===== src/hdl/utf8d_pkg.sv =====
// UTF-8 stream decoder: shared types and constants.
// Used by utf8d_decode, utf8d_emit and utf8_stream_decoder; no dependencies.
`default_nettype none

package utf8d_pkg;

	localparam int CP_W = 21;

	// replacement code after reset: '?'
	localparam logic [CP_W-1:0] REPL_RESET = 21'd63;

	// lead and continuation byte prefixes
	localparam logic [1:0] CONT_PFX  = 2'b10;
	localparam logic [2:0] LEAD2_PFX = 3'b110;
	localparam logic [3:0] LEAD3_PFX = 4'b1110;
	localparam logic [4:0] LEAD4_PFX = 5'b11110;

	// continuations needed by each lead
	localparam logic [1:0] NEED_NONE = 2'd0;
	localparam logic [1:0] NEED_TWO  = 2'd1;
	localparam logic [1:0] NEED_THR  = 2'd2;
	localparam logic [1:0] NEED_FOUR = 2'd3;

	// work for one byte: rep_n replacements, then optionally one decoded value
	typedef struct packed {
		logic [2:0]      rep_n;
		logic            has_val;
		logic [CP_W-1:0] val;
		logic            eot;
	} utf8d_job_t;

endpackage

`default_nettype wire


===== src/hdl/utf8d_decode.sv =====
// UTF-8 byte decoder: sequence state registers and the per-byte decode.
// Depends on utf8d_pkg.
`default_nettype none

module utf8d_decode
	import utf8d_pkg::*;
(
	input  wire logic        clk,
	input  wire logic        arst_n,
	input  wire logic [7:0]  text_byte,
	input  wire logic        end_of_text,
	input  wire logic        commit,
	output utf8d_job_t       job
);

	logic [CP_W-1:0] part_q, nxt_part;
	logic [1:0]      need_q, nxt_need;
	logic [1:0]      held_q, nxt_held;
	logic [2:0]      held1;
	logic [2:0]      rep;
	logic [CP_W-1:0] ext;
	logic            fresh;
	logic            opened;

	// decode one byte against the open sequence
	always_comb begin
		job         = '0;
		job.eot     = end_of_text;
		nxt_part    = part_q;
		nxt_need    = need_q;
		nxt_held    = held_q;
		fresh       = 1'b1;
		opened      = 1'b0;
		rep         = 3'd0;
		held1       = {1'b0, held_q} + 3'd1;
		ext         = {part_q[CP_W-7:0], text_byte[5:0]};

		if (need_q != NEED_NONE) begin
			if (text_byte[7:6] == CONT_PFX) begin
				fresh = 1'b0;
				if (held1 >= {1'b0, need_q}) begin
					// sequence complete
					job.has_val = 1'b1;
					job.val     = ext;
					nxt_part    = '0;
					nxt_need    = NEED_NONE;
					nxt_held    = 2'd0;
				end else if (end_of_text) begin
					// text ends mid-sequence: lead and all continuations replaced
					rep      = held1 + 3'd1;
					nxt_part = '0;
					nxt_need = NEED_NONE;
					nxt_held = 2'd0;
				end else begin
					nxt_part = ext;
					nxt_held = held1[1:0];
				end
			end else begin
				// broken sequence: flush lead and held bytes, reparse this one
				rep = {1'b0, held_q} + 3'd1;
			end
		end

		if (fresh) begin
			nxt_part = '0;
			nxt_need = NEED_NONE;
			nxt_held = 2'd0;
			if (!text_byte[7]) begin
				job.has_val = 1'b1;
				job.val     = {13'd0, text_byte};
			end else if (text_byte[7:5] == LEAD2_PFX) begin
				nxt_need = NEED_TWO;
				nxt_part = {16'd0, text_byte[4:0]};
				opened   = 1'b1;
			end else if (text_byte[7:4] == LEAD3_PFX) begin
				nxt_need = NEED_THR;
				nxt_part = {17'd0, text_byte[3:0]};
				opened   = 1'b1;
			end else if (text_byte[7:3] == LEAD4_PFX) begin
				nxt_need = NEED_FOUR;
				nxt_part = {18'd0, text_byte[2:0]};
				opened   = 1'b1;
			end else begin
				// stray continuation or F8..FF
				rep = rep + 3'd1;
			end
			if (opened && end_of_text) begin
				rep      = rep + 3'd1;
				nxt_part = '0;
				nxt_need = NEED_NONE;
			end
		end

		job.rep_n = rep;
	end

	// sequence state
	always_ff @(posedge clk or negedge arst_n) begin
		if (!arst_n) begin
			part_q <= '0;
			need_q <= NEED_NONE;
			held_q <= 2'd0;
		end else if (commit) begin
			part_q <= nxt_part;
			need_q <= nxt_need;
			held_q <= nxt_held;
		end
	end

`ifndef SYNTHESIS
	a_held_below_need: assert property (@(posedge clk) disable iff (!arst_n)
		(need_q != NEED_NONE) |-> (held_q < need_q))
		else $error("held continuations reached the needed count");

	a_eot_clears: assert property (@(posedge clk) disable iff (!arst_n)
		(commit && end_of_text) |=> (need_q == NEED_NONE))
		else $error("sequence left open after end of text");

	a_job_bound: assert property (@(posedge clk) disable iff (!arst_n)
		commit |-> (({1'b0, job.rep_n} + {3'd0, job.has_val}) <= 4'd4))
		else $error("more than four results for one byte");
`endif

endmodule

`default_nettype wire


===== src/hdl/utf8d_emit.sv =====
// UTF-8 decoder result stage: holds one byte's job and issues its results.
// Depends on utf8d_pkg.
`default_nettype none

module utf8d_emit
	import utf8d_pkg::*;
(
	input  wire logic            clk,
	input  wire logic            arst_n,
	input  wire logic            load,
	input  wire utf8d_job_t      job_in,
	input  wire logic [CP_W-1:0] repl_code,
	output logic                 free,
	output logic                 out_valid,
	input  wire logic            out_ready,
	output logic [CP_W-1:0]      code_point,
	output logic                 replaced,
	output logic                 run_last,
	output logic                 text_done
);

	utf8d_job_t  job_s2;
	logic        valid_s2;
	logic [2:0]  idx_s2;
	logic [2:0]  total;
	logic        last;
	logic        done;

	// result selection
	always_comb begin
		total      = job_s2.rep_n + {2'b00, job_s2.has_val};
		last       = (idx_s2 + 3'd1) == total;
		replaced   = idx_s2 < job_s2.rep_n;
		code_point = replaced ? repl_code : job_s2.val;
		run_last   = last;
		text_done  = last && job_s2.eot;
		out_valid  = valid_s2;
		done       = valid_s2 && out_ready && last;
		free       = !valid_s2 || done;
	end

	// control: valid and result index
	always_ff @(posedge clk or negedge arst_n) begin
		if (!arst_n) begin
			valid_s2 <= 1'b0;
			idx_s2   <= 3'd0;
		end else if (load) begin
			valid_s2 <= 1'b1;
			idx_s2   <= 3'd0;
		end else if (done) begin
			valid_s2 <= 1'b0;
		end else if (valid_s2 && out_ready) begin
			idx_s2 <= idx_s2 + 3'd1;
		end
	end

	// job payload
	always_ff @(posedge clk) begin
		if (load) begin
			job_s2 <= job_in;
		end
	end

`ifndef SYNTHESIS
	a_job_not_empty: assert property (@(posedge clk) disable iff (!arst_n)
		valid_s2 |-> (total != 3'd0 && total <= 3'd4))
		else $error("result stage holds an empty or oversized job");

	a_idx_in_range: assert property (@(posedge clk) disable iff (!arst_n)
		valid_s2 |-> (idx_s2 < total))
		else $error("result index beyond job");

	a_idx_steps: assert property (@(posedge clk) disable iff (!arst_n)
		(valid_s2 && out_ready && !last && !load) |=> (idx_s2 == $past(idx_s2) + 3'd1))
		else $error("result index did not advance");
`endif

endmodule

`default_nettype wire


===== src/hdl/utf8_stream_decoder.sv =====
// Path: a byte is registered and decoded; one with results then waits for the free result stage.
// Throughput: one byte per cycle while each byte gives at most one result and out_ready
// is high; a byte giving n results holds the result stage until all n are taken (n at most four).
// Reset (arst_n low): no open sequence, pipeline empty, replacement code '?'.
// Top level; depends on utf8d_pkg, utf8d_decode and utf8d_emit.
`default_nettype none

module utf8_stream_decoder
	import utf8d_pkg::*;
(
	input  wire logic            clk,
	input  wire logic            arst_n,
	input  wire logic            cfg_wr_en,
	input  wire logic [CP_W-1:0] cfg_wr_data,
	input  wire logic            in_valid,
	output logic                 in_ready,
	input  wire logic [7:0]      text_byte,
	input  wire logic            end_of_text,
	output logic                 out_valid,
	input  wire logic            out_ready,
	output logic [CP_W-1:0]      code_point,
	output logic                 replaced,
	output logic                 run_last,
	output logic                 text_done
);

	logic [CP_W-1:0] repl_q;
	logic            valid_s1;
	logic [7:0]      text_byte_s1;
	logic            end_of_text_s1;
	utf8d_job_t      job;
	logic            job_empty;
	logic            emit_free;
	logic            adv_s1;

	// replacement code register
	always_ff @(posedge clk or negedge arst_n) begin
		if (!arst_n) begin
			repl_q <= REPL_RESET;
		end else if (cfg_wr_en) begin
			repl_q <= cfg_wr_data;
		end
	end

	// silent bytes retire at once; others wait for the result stage
	always_comb begin
		job_empty = (job.rep_n == 3'd0) && !job.has_val;
		adv_s1    = valid_s1 && (job_empty || emit_free);
		in_ready  = !valid_s1 || adv_s1;
	end

	// input register
	always_ff @(posedge clk or negedge arst_n) begin
		if (!arst_n) begin
			valid_s1 <= 1'b0;
		end else if (in_ready) begin
			valid_s1 <= in_valid;
		end
	end

	always_ff @(posedge clk) begin
		if (in_valid && in_ready) begin
			text_byte_s1   <= text_byte;
			end_of_text_s1 <= end_of_text;
		end
	end

	utf8d_decode u_decode (
		.clk         (clk),
		.arst_n      (arst_n),
		.text_byte   (text_byte_s1),
		.end_of_text (end_of_text_s1),
		.commit      (adv_s1),
		.job         (job)
	);

	utf8d_emit u_emit (
		.clk        (clk),
		.arst_n     (arst_n),
		.load       (adv_s1 && !job_empty),
		.job_in     (job),
		.repl_code  (repl_q),
		.free       (emit_free),
		.out_valid  (out_valid),
		.out_ready  (out_ready),
		.code_point (code_point),
		.replaced   (replaced),
		.run_last   (run_last),
		.text_done  (text_done)
	);

endmodule

`default_nettype wire

===== config.mk =====
export PLATFORM = sky130hd
export DESIGN_NAME = utf8_stream_decoder
export DESIGN_NICKNAME = d
export VERILOG_FILES = /design/src/hdl/utf8d_pkg.sv /design/src/hdl/utf8d_decode.sv /design/src/hdl/utf8d_emit.sv /design/src/hdl/utf8_stream_decoder.sv
export SDC_FILE = /design/constraint.sdc
export NUM_CORES = 1
export LEC_CHECK = 0
export ABC_AREA = 0
export BUFFER_PORTS_ARGS = -buffer_cell sky130_fd_sc_hd__buf_4
export CAP_MARGIN = 20
export CORE_ASPECT_RATIO = 0.7
export CORE_UTILIZATION = 51
export DETAILED_ROUTE_END_ITERATION = 7
export PLACE_DENSITY = 0.76
export SLEW_MARGIN = 20
export SYNTH_ARGS = -nofsm -noshare
export SYNTH_HDL_FRONTEND = slang
export SYNTH_SLANG_ARGS = --single-unit

===== constraint.sdc =====
create_clock -name clk -period 4.6 [get_ports clk]
set_clock_uncertainty 0.1 [all_clocks]
set_input_delay 1.15 -clock clk [delete_from_list [all_inputs] [get_ports clk]]
set_output_delay 1.15 -clock clk [all_outputs]
set_load 0.03 [all_outputs]

Word level (Yosys, flattened, before mapping) --
Index checks and enable logic that the tools add are counted.
Storage, ports and cells: register bits 80, bits of input ports 35, output and inout port bits 26, word-level logic and storage cells 106
Operators by class: add/sub/neg operators 6, order comparisons 2, equal/unequal tests 6, multiplexer cells 54, reduce and logical (&&, ||, !) cells 25
Operators by type and width (number):
- $mux W15 | 8
- $mux W22 | 5
- $mux W3 | 15
- $mux W2 | 15
- $mux W21 | 1
- $add A3 B1 Y3 const B | 4
- $reduce_bool A2 Y1 | 5
- $mux W1 | 9
- $logic_and A1 B1 Y1 | 8
- $eq A5 B5 Y1 const B | 1
- $eq A4 B4 Y1 const B | 1
- $logic_not A1 Y1 | 4
- $mux W4 | 1
- $reduce_and A4 Y1 | 1
- $add A2 B1 Y3 const B | 1
- $add A3 B1 Y3 | 1
- $eq A3 B3 Y1 | 1
- $eq A3 B3 Y1 const B | 1
- $ge A3 B2 Y1 | 1
- $logic_not A3 Y1 | 1
- $logic_or A1 B1 Y1 | 3
- $lt A3 B3 Y1 | 1
- $reduce_and A3 Y1 | 1
- $reduce_bool A3 Y1 | 1
- other kinds (3) | 3

Depth between registers and ports, before layout --
Gate-level depths: netlist (run 1).
word-level depth 22, depth in mapped cells 21, mapped depth without buffers 19

Modules after synthesis --
Synthesis (run 1) repeated with hierarchy kept, for this count alone.
Unflattened totals: cell total of the unflattened synthesis 314, area total of the unflattened synthesis 4051.4 um2
By module, submodules not included:
- utf8d_emit | instances 1, cells an instance 95, area an instance 1567.8 um2, sequential area each 880.8 um2
- utf8d_decode | instances 1, cells an instance 157, area an instance 1350.0 um2, sequential area each 475.5 um2
- utf8_stream_decoder | instances 1, cells an instance 62, area an instance 1133.6 um2, sequential area each 828.3 um2

Worst setup path after synthesis (run 1) --
No wires, ideal clock.
path kind register -> register, start register u_decode.need_q[1], end register u_emit.job_s2[0] in the netlist's numbering (enable), library setup time 0.412 ns, arrival time 4.221 ns, data required time 4.088 ns, slack -0.133 ns, cell stages (with the launch flop) 16, path buffers 0, period minus slack after synthesis 4.733 ns, cells stage by stage dfrtp_1 -> inv_1 -> fa_1 -> nor2b_1 -> a211oi_4 -> nand2_1 -> a211oi_1 -> ha_1 -> nand2_1 -> o31ai_1 -> ha_1 -> and4_1 -> a31oi_4 -> xnor2_2 -> a31o_2 -> nor2b_1
Between the ends: longest elaborated chain between the ends 18, elaborated cells on any way between the ends 27, those cells by class 2 x add/sub; 1 x order compare; 16 x mux; 8 x reduce/logical
RTL lines:
- from (decl) | RTL line utf8d_decode.sv:17 | logic [1:0] need_q, nxt_need;
- from (signal assigned) | RTL line utf8d_decode.sv:105 | need_q <= nxt_need;
- $ge A3 B2 Y1 | RTL line utf8d_decode.sv:41 | if (held1 >= {1'b0, need_q}) begin
- $mux W3 | RTL line utf8d_decode.sv:41
- $mux W3 | RTL line utf8d_decode.sv:39 | if (text_byte[7:6] == CONT_PFX) begin
- $mux W3 | RTL line utf8d_decode.sv:38 | if (need_q != NEED_NONE) begin
- $add A3 B1 Y3 | RTL line utf8d_decode.sv:85 | rep = rep + 3'd1;
- $mux W3 | RTL line utf8d_decode.sv:79 | end else if (text_byte[7:3] == LEAD4_PFX) begin
- $mux W3 | RTL line utf8d_decode.sv:75 | end else if (text_byte[7:4] == LEAD3_PFX) begin
- $mux W3 | RTL line utf8d_decode.sv:71 | end else if (text_byte[7:5] == LEAD2_PFX) begin
- (+3 left out)
- $mux W3 | RTL line utf8d_decode.sv:87 | if (opened && end_of_text) begin
- $mux W3 | RTL line utf8d_decode.sv:64 | if (fresh) begin
- $logic_not A3 Y1 | RTL line utf8_stream_decoder.sv:47 | job_empty = (job.rep_n == 3'd0) && !job.has_val;
- $logic_and A1 B1 Y1 (*) | RTL line utf8_stream_decoder.sv:47
- $logic_or A1 B1 Y1 | RTL line utf8_stream_decoder.sv:48 | adv_s1 = valid_s1 && (job_empty || emit_free);
- $logic_and A1 B1 Y1 | RTL line utf8_stream_decoder.sv:48
- $logic_and A1 B1 Y1 (*) | RTL line utf8_stream_decoder.sv:80 | .load (adv_s1 && !job_empty),
- via u_emit.load | RTL line utf8d_emit.sv:10 | input wire logic load,
- to (signal assigned) | RTL line utf8d_emit.sv:60 | job_s2 <= job_in;
- to (decl) | RTL line utf8d_emit.sv:22 | utf8d_job_t job_s2;
Mark *: on every way through the listed nets, which the timed path passes. The rest lies on a longest branch. The select of a mux whose other input is x is not followed. A chain may end at the register's enable or synchronous reset.

Final worst setup path (run 1) --
start register u_decode.need_q[1], end output port in_ready
Between the ends: longest elaborated chain between the ends 18, elaborated cells on any way between the ends 26, those cells by class 2 x add/sub; 1 x order compare; 16 x mux; 7 x reduce/logical
RTL lines:
- $ge A3 B2 Y1 | RTL line utf8d_decode.sv:41
- $mux W3 | RTL line utf8d_decode.sv:41
- $mux W3 | RTL line utf8d_decode.sv:39
- $mux W3 | RTL line utf8d_decode.sv:38
- $add A3 B1 Y3 | RTL line utf8d_decode.sv:85
- $mux W3 | RTL line utf8d_decode.sv:79
- $mux W3 | RTL line utf8d_decode.sv:75
- $mux W3 | RTL line utf8d_decode.sv:71
- (+2 left out)
- $add A3 B1 Y3 | RTL line utf8d_decode.sv:88 | rep = rep + 3'd1;
- $mux W3 | RTL line utf8d_decode.sv:87
- $mux W3 | RTL line utf8d_decode.sv:64
- $logic_not A3 Y1 | RTL line utf8_stream_decoder.sv:47
- $logic_and A1 B1 Y1 (*) | RTL line utf8_stream_decoder.sv:47
- $logic_or A1 B1 Y1 (*) | RTL line utf8_stream_decoder.sv:48
- $logic_and A1 B1 Y1 (*) | RTL line utf8_stream_decoder.sv:48
- $logic_or A1 B1 Y1 (*) | RTL line utf8_stream_decoder.sv:49 | in_ready = !valid_s1 || adv_s1;
- to (decl) | RTL line utf8_stream_decoder.sv:16 | output logic in_ready,
Mark *: on every way between the ends. The rest lies on a longest branch, timed or not. The select of a mux whose other input is x is not followed.

==> results of run 1 <==
## metrics by stage
stage / utilization [%] / std cells / hold WS, ps
after floorplan: - / 295 / 358
after global placement: 61.7 / 455 / 378
after global routing: 65.4 / 476 / 426
after detailed placement: 61.7 / 455 / 381
final: 65.4 / 476 / 400
after CTS: 65.2 / 476 / 402
## layer usage
metal  wire length (µm)  vias up
met4                 40        0
met1               3920     1237
met2               3530       78
met5                  0        -
met3                439        6
li1                   -     1232
## critical path: stages, from the launching register on
cell and delay (ps):
dfrtp_1 360, inv_2 50, fa_1 540, nor2b_4 180, a211oi_4 80, buf_4 140
nand2_1 50, nand2_1 50, nand2_1 60, o31a_1 160, nor2_1 50, ha_1 310
nand2_1 60, o31ai_2 80, ha_2 210, and4_4 220, a31oi_4 40, xnor2_2 160
a31o_2 220, or2_4 240, buf_6 140
## timing repair
action,CTS,global route
pin swaps,8,3
gates cloned,0,0
setup buffers,5,0
gates resized for setup,8,3
endpoints found under the setup margin,1,1
## cell type report
cell class | instances | area share (%)
Tap cell | 98 | 2.55
Clock inverter | 6 | 0.989
Clock buffer | 10 | 3.10
Timing Repair Buffer | 78 | 12.3
Sequential cell | 80 | 45.4
Multi-Input combinational cell | 189 | 34.5
Inverter | 15 | 1.17
## synth_stat cells, drive strengths merged, types with 2 or more instances
master	n
a211oi	3
a21o	2
a21oi	6
a22o	19
a31oi	2
and2	24
and4	2
buf	4
clkbuf	7
dfrtp	39
dfstp	6
edfxtp	35
ha	10
inv	15
mux2	45
nand2	15
nand2b	7
nand3	2
nor2	10
nor2b	3
nor3	2
o211ai	2
o21ai	8
o31ai	2
o41ai	2
or2	3
xnor2	4
xor2	4
## cells by family (layout without fill, tap and decap cells)
kind of cell,count (synthesis),in the layout,share of synthesized area [%]
buf+inv,26,109,2.94
mux,46,46,13.3
fa+ha+maj,11,11,3.71
xor+xnor,8,8,1.98
simple gates,71,71,10.3
flops,80,80,55.9
compound gates,53,53,11.9
## report_power, final
part / switching (mW) / total [mW] / internal [mW]
logic: 1.04 / 1.80 / 0.766
clock network: 0.265 / 0.498 / 0.234
registers: 0.127 / 1.11 / 0.982
## path summary, 6_finish.rpt
kind	from	endpoint	slack [ps]
setup / recovery	u_decode.need_q[1]	in_ready	-420
hold / removal	u_decode.part_q[13]	u_decode.part_q[13]	400
setup reg to reg	u_decode.need_q[1]	u_emit.job_s2[15]	430
hold reg to reg	u_decode.part_q[13]	u_decode.part_q[13]	400
max in group asynchronous	arst_n	u_decode.part_q[4]	3300
min in group asynchronous	arst_n	repl_q[7]	690
## state kept, by name (all words and copies together) (netlist names)
| register | count |
|---|---|
| repl_q | 21 |
| u_emit.idx_s2 | 3 |
| u_decode.part_q | 15 |
| u_emit.out_valid | 1 |
| valid_s1 | 1 |
| u_decode.held_q | 2 |
| end_of_text_s1 | 1 |
| text_byte_s1 | 8 |
| u_emit.job_s2 | 26 |
| u_decode.need_q | 2 |
==> results.tsv, run 1 <==
metric	value	unit
Leakage	2.09	nW
vias in the first global route	2483	
sequential-to-total area share from yosys stat	55.9	%
Die H	75.3	µm
initial DRC count	133	
Tot GR Track Use	21.2	%
Multi-input gate area	1660	µm²
Min-Delay Path Class	flip-flop to flip-flop	
post-route ant nets	0	
Yosys top cell area share	26.9	%
first-pass GRT wire length	12600	µm
min Tclk post-route	5020	ps
Yosys Warn Count	0	
violated checks	setup timing	
HPWL reported at the end of detailed placement	5680	µm
Max Cap Viol	0	
Hold Path Cell Cnt	1	
FF+latch area	2180	µm²
commonest non-fill, non-tap cell in the layout	buf_4	
crit path max fanout	3	
endpoints failing setup	1	
WL/cell	16.7	µm
status	finished with violations	
total core area	7350	µm²
Fin. Hold Viols	0	
CTS tree	yes	
busiest grt layer	met2	
Yosys reg bits	80	
drt total wl	7930	µm
post-route cell area	4810	µm²
Clock Sinks	80	
pre-CTS setup slack	-141	ps
# DRC	0	
Slew Limit Fails	0	
Primary FF master, synth	dfrtp_1	
die area	8030	µm²
Mean Syn Cell Area	13.3	µm²
M1 GR Usage	30.3	%
max frequency	199	MHz
Syn Nets	341	
fraction of layout cells with a size suffix above 1	45.5	%
TritonCTS Buffers	9	
chip width	107	µm
IO Count	61	
library cells used by synthesis	50	
filler cell count	582	
RSZ-0062 raised after global routing	true	
FFs w/ async S/R, synth	56.3	%
Post-Place Cell Area	4540	µm²
met3 GRT Util	6.41	%
initial antenna violation count	0	
kind of critical path	flip-flop to output port	
met2 GRT Util	32.6	%
largest net degree at the start of global routing	46	
vias	2553	
antenna diode count	0	
Layout area overhead	23.0	%
FF-to-FF path depth	22	
Area contributors post-synth	edfxtp_1 (27%), dfrtp_1 (25%), mux2_2 (13%), a22o_1 (4.3%), dfstp_2 (4.0%)	
post-route total power	3.41	mW
GRT overflow	0	
Slew headroom	43.6	%
DR vias/cell	5.36	
post-synth top area cell	edfxtp_1	
clock tree buffer depth	2	
Syn Std Cell Area	3910	µm²
nets	419	
CP endpoint kind	output port	
Post-synth EDFFs	35	
setup TNS	-418	ps
Mapped Cells	295	
clock root cell	clkbuf_8	
RD Place Congestion	0.887	
post-route setup slack	-418	ps
most frequent cells in the layout	buf_4 (77), mux2_2 (44), dfrtp_1 (39)	
clock slew at reported path FFs	80	ps
CTS H-tree lvls	3	
Peak VDD IR	366	µV
Setup crit start kind	flip-flop	
total power per unit cell area	709	nW/µm²
Worst Tran Pin Value	842	ps
CP required	3350	ps
Pre-antenna DRT Iters	5	
Clk Latency, worst-skew pair	350	ps
WP data arrival	3770	ps
Core Rows	26	
hold buffers post-CTS	0	
Initial Utilization	53.2	%
I/O Buffers	60	
Period Utilization, post-route	109	%
No activity file was read; power rests on OpenSTA's default activity.
==> inputs of run 2 (changes only) <==
- ABC_AREA: 0 -> 1
==> results.tsv, run 2 <==
metric	value	unit	change
status	complete, no violations		
WL/cell	12.8	µm	-23%
post-synth top area cell	edfxtp_1		
Slew Limit Fails	0		unchanged
WP data arrival	3220	ps	-550 ps
Layout area overhead	23.2	%	
Mapped Cells	452		+53%
Core Rows	26		unchanged
nets	563		+34%
antenna diode count	0		unchanged
Yosys top cell area share	26.0	%	-0.90 points
vias	3081		+21%
Slew headroom	61.2	%	+18 points
clock slew at reported path FFs	60	ps	-20 ps
largest net degree at the start of global routing	46		unchanged
fraction of layout cells with a size suffix above 1	26.4	%	-19 points
Area contributors post-synth	edfxtp_1 (26%), dfrtp_1 (24%), nand2_1 (11%), inv_1 (6.7%), o21ai_0 (5.6%)		
Flop pwr share	31.8	%	-0.7 points
first-pass GRT wire length	13700	µm	+8.0%
GRT overflow	0		unchanged
RSZ-0062 raised after global routing	true		
most frequent cells in the layout	nand2_1 (116), inv_1 (69), buf_4 (66)		
clock tree buffer depth	2		unchanged
crit path max fanout	5		+2
Worst setup startpoint	u_decode.need_q[1]		
IO Count	61		unchanged
CP required	3350	ps	about the same
Post-synth EDFFs	35		unchanged
min Tclk post-route	4470	ps	-545 ps
Max Cap Viol	0		unchanged
TritonCTS Buffers	9		unchanged
post-route ant nets	0		unchanged
Sw Share	41.1	%	-0.81 points
Multi-input gate area	1540	µm²	-7.2%
most frequent cells after synthesis	nand2_1 (119), inv_1 (72), o21ai_0 (45)		
endpoints failing setup	0		-1
post-route total power	3.29	mW	-3.5%
Tot GR Track Use	21.4	%	+0.23 points
Combinational Power Share	43.4	%	-9.5 points
drt total wl	7920	µm	about the same
sequential-to-total area share from yosys stat	54.0	%	-1.9 points
largest registers	u_emit.job_s2 x26, repl_q x21, u_decode.part_q x15		
Fin. Hold Viols	0		unchanged
Leakage	2.31	nW	+11%
Min-Delay Path Class	flip-flop to flip-flop		
Primary FF master, synth	dfrtp_1		
hold buffers post-CTS	0		unchanged
CTS H-tree lvls	3		unchanged
die area	8300	µm²	+3.4%
setup TNS	0	ps	+418 ps
RD Place Congestion	0.844		-4.8%
DR vias/cell	4.97		-7.3%
Pre-antenna DRT Iters	5		unchanged
kind of critical path	flip-flop to output port		
CTS tree	yes		
Internal Power	1.94	mW	-2.1%
max frequency	224	MHz	+12%
filler cell count	595		+2.2%
hold path start	repl_q[0]		
# DRC	0		unchanged
I/O Buffers	60		unchanged
total core area	7480	µm²	+1.8%
initial antenna violation count	0		unchanged
Clk Latency, worst-skew pair	330	ps	-20 ps
FFs w/ async S/R, synth	56.3	%	unchanged
Worst Tran Pin Value	582	ps	-261 ps
total power per unit cell area	660	nW/µm²	-6.9%
CP endpoint kind	output port		
Syn Nets	498		+46%
max reg flops	26		unchanged
Clk pwr share	24.8	%	+10 points
most common cell in the synthesized netlist	nand2_1		
Yosys reg bits	80		unchanged
FF+latch area	2190	µm²	+0.11%
Yosys Warn Count	0		unchanged
clock root cell	clkbuf_16		
vias in the first global route	2965		+19%
Period Utilization, post-route	97.2	%	-12 points
library cells used by synthesis	34		-32%
HPWL reported at the end of detailed placement	5550	µm	-2.2%
P_sw	1.35	mW	-5.3%
most flop-heavy register	u_emit.job_s2		
Mean Syn Cell Area	8.95	µm²	-32%
Worst R2R Start	u_decode.need_q[1]		
Peak VDD IR	414	µV	+13%
Clock Sinks	80		unchanged
initial DRC count	163		+23%
chip width	108	µm	+1.7%
Syn Std Cell Area	4050	µm²	+3.5%
commonest non-fill, non-tap cell in the layout	nand2_1		
Die H	76.5	µm	+1.7%
Setup crit start kind	flip-flop		
Initial Utilization	54.1	%	+0.88 points
==> run 2: layout make-up <==
cell class                      instances  share of cell area, %
Sequential cell                        80                   43.9
Tap cell                               98                   2.46
Clock buffer                            9                   4.52
Clock inverter                          7                   2.33
Timing Repair Buffer                   67                   10.2
Multi-Input combinational cell        283                   30.9
Inverter                               76                   5.72
==> run 2: path summary, 6_finish.rpt <==
kind,to,slack [ps],cells past startpoint
setup / recovery,in_ready,130,21
hold / removal,repl_q[0],380,2
setup reg to reg,u_emit.job_s2[4],770,23
hold reg to reg,repl_q[0],380,2
max in group asynchronous,u_decode.held_q[1],3270,1
min in group asynchronous,u_decode.need_q[1],710,1
==> run 2: timing repair <==
action,4_1_cts,5_1_grt
setup buffers,1,4
pin swaps,0,9
gates resized for setup,6,10
setup endpoints to repair,1,1
==> run 2: kinds of logic (layout without fill, tap and decap cells) <==
kind of cell	after synthesis	in the layout	share of synthesized area, %
compound gates	74	74	11.7
simple gates	192	192	20.5
fa+ha+maj	11	11	3.59
buf+inv	89	159	8.91
flops	80	80	54.0
xor+xnor	6	6	1.30
==> run 2: power groups by stage <==
stage,Combinational [mW],Sequential (mW),Clock (mW)
4_1_cts,1.41,1.04,0.831
3_5_place_dp,1.38,1.06,0
6_report,1.43,1.05,0.816
5_1_grt,1.59,1.06,0.863
3_3_place_gp,1.37,1.05,0
2_1_floorplan,1.01,1.04,0
==> run 2: layer usage <==
layer / vias up / track usage (%) / part of all wire (%)
met4: 0 / 4.32 / 0.37
li1: 1566 / - / -
met5: - / 0 / 0
met2: 67 / 33.6 / 46
met1: 1444 / 29.9 / 48
met3: 4 / 5.73 / 4.8
==> run 2: critical path, stage by stage, from the launching register on <==
cell and delay [ps]:
dfrtp_1 380, inv_2 60, fa_1 490, inv_2 80
nor2_4 40, a21oi_4 200, nand4_1 130, nand2_1 110
ha_1 220, nor2_1 80, nand2_1 70, and2_4 160
ha_4 140, nand3_2 60, nand2_1 60, nand2_2 70
nand2_1 50, nand2_1 80, inv_1 50, nand3_2 80
nand3_2 90, buf_6 170
==> run 2: through the flow <==
| step | worst slack, ps | hold WS (ps) | std cells | util (%) | cell area [µm²] |
|---|---|---|---|---|---|
| 6_report | 127 | 379 | 620 | 66.6 | 4980 |
| 5_1_grt | -99.0 | 408 | 620 | 66.6 | 4980 |
| 4_1_cts | 12.6 | 382 | 616 | 65.9 | 4930 |
| 3_5_place_dp | 141 | 370 | 599 | 60.9 | 4560 |
| 3_3_place_gp | 238 | 366 | 599 | 60.9 | 4560 |
| 2_1_floorplan | 373 | 355 | 452 | - | 4050 |
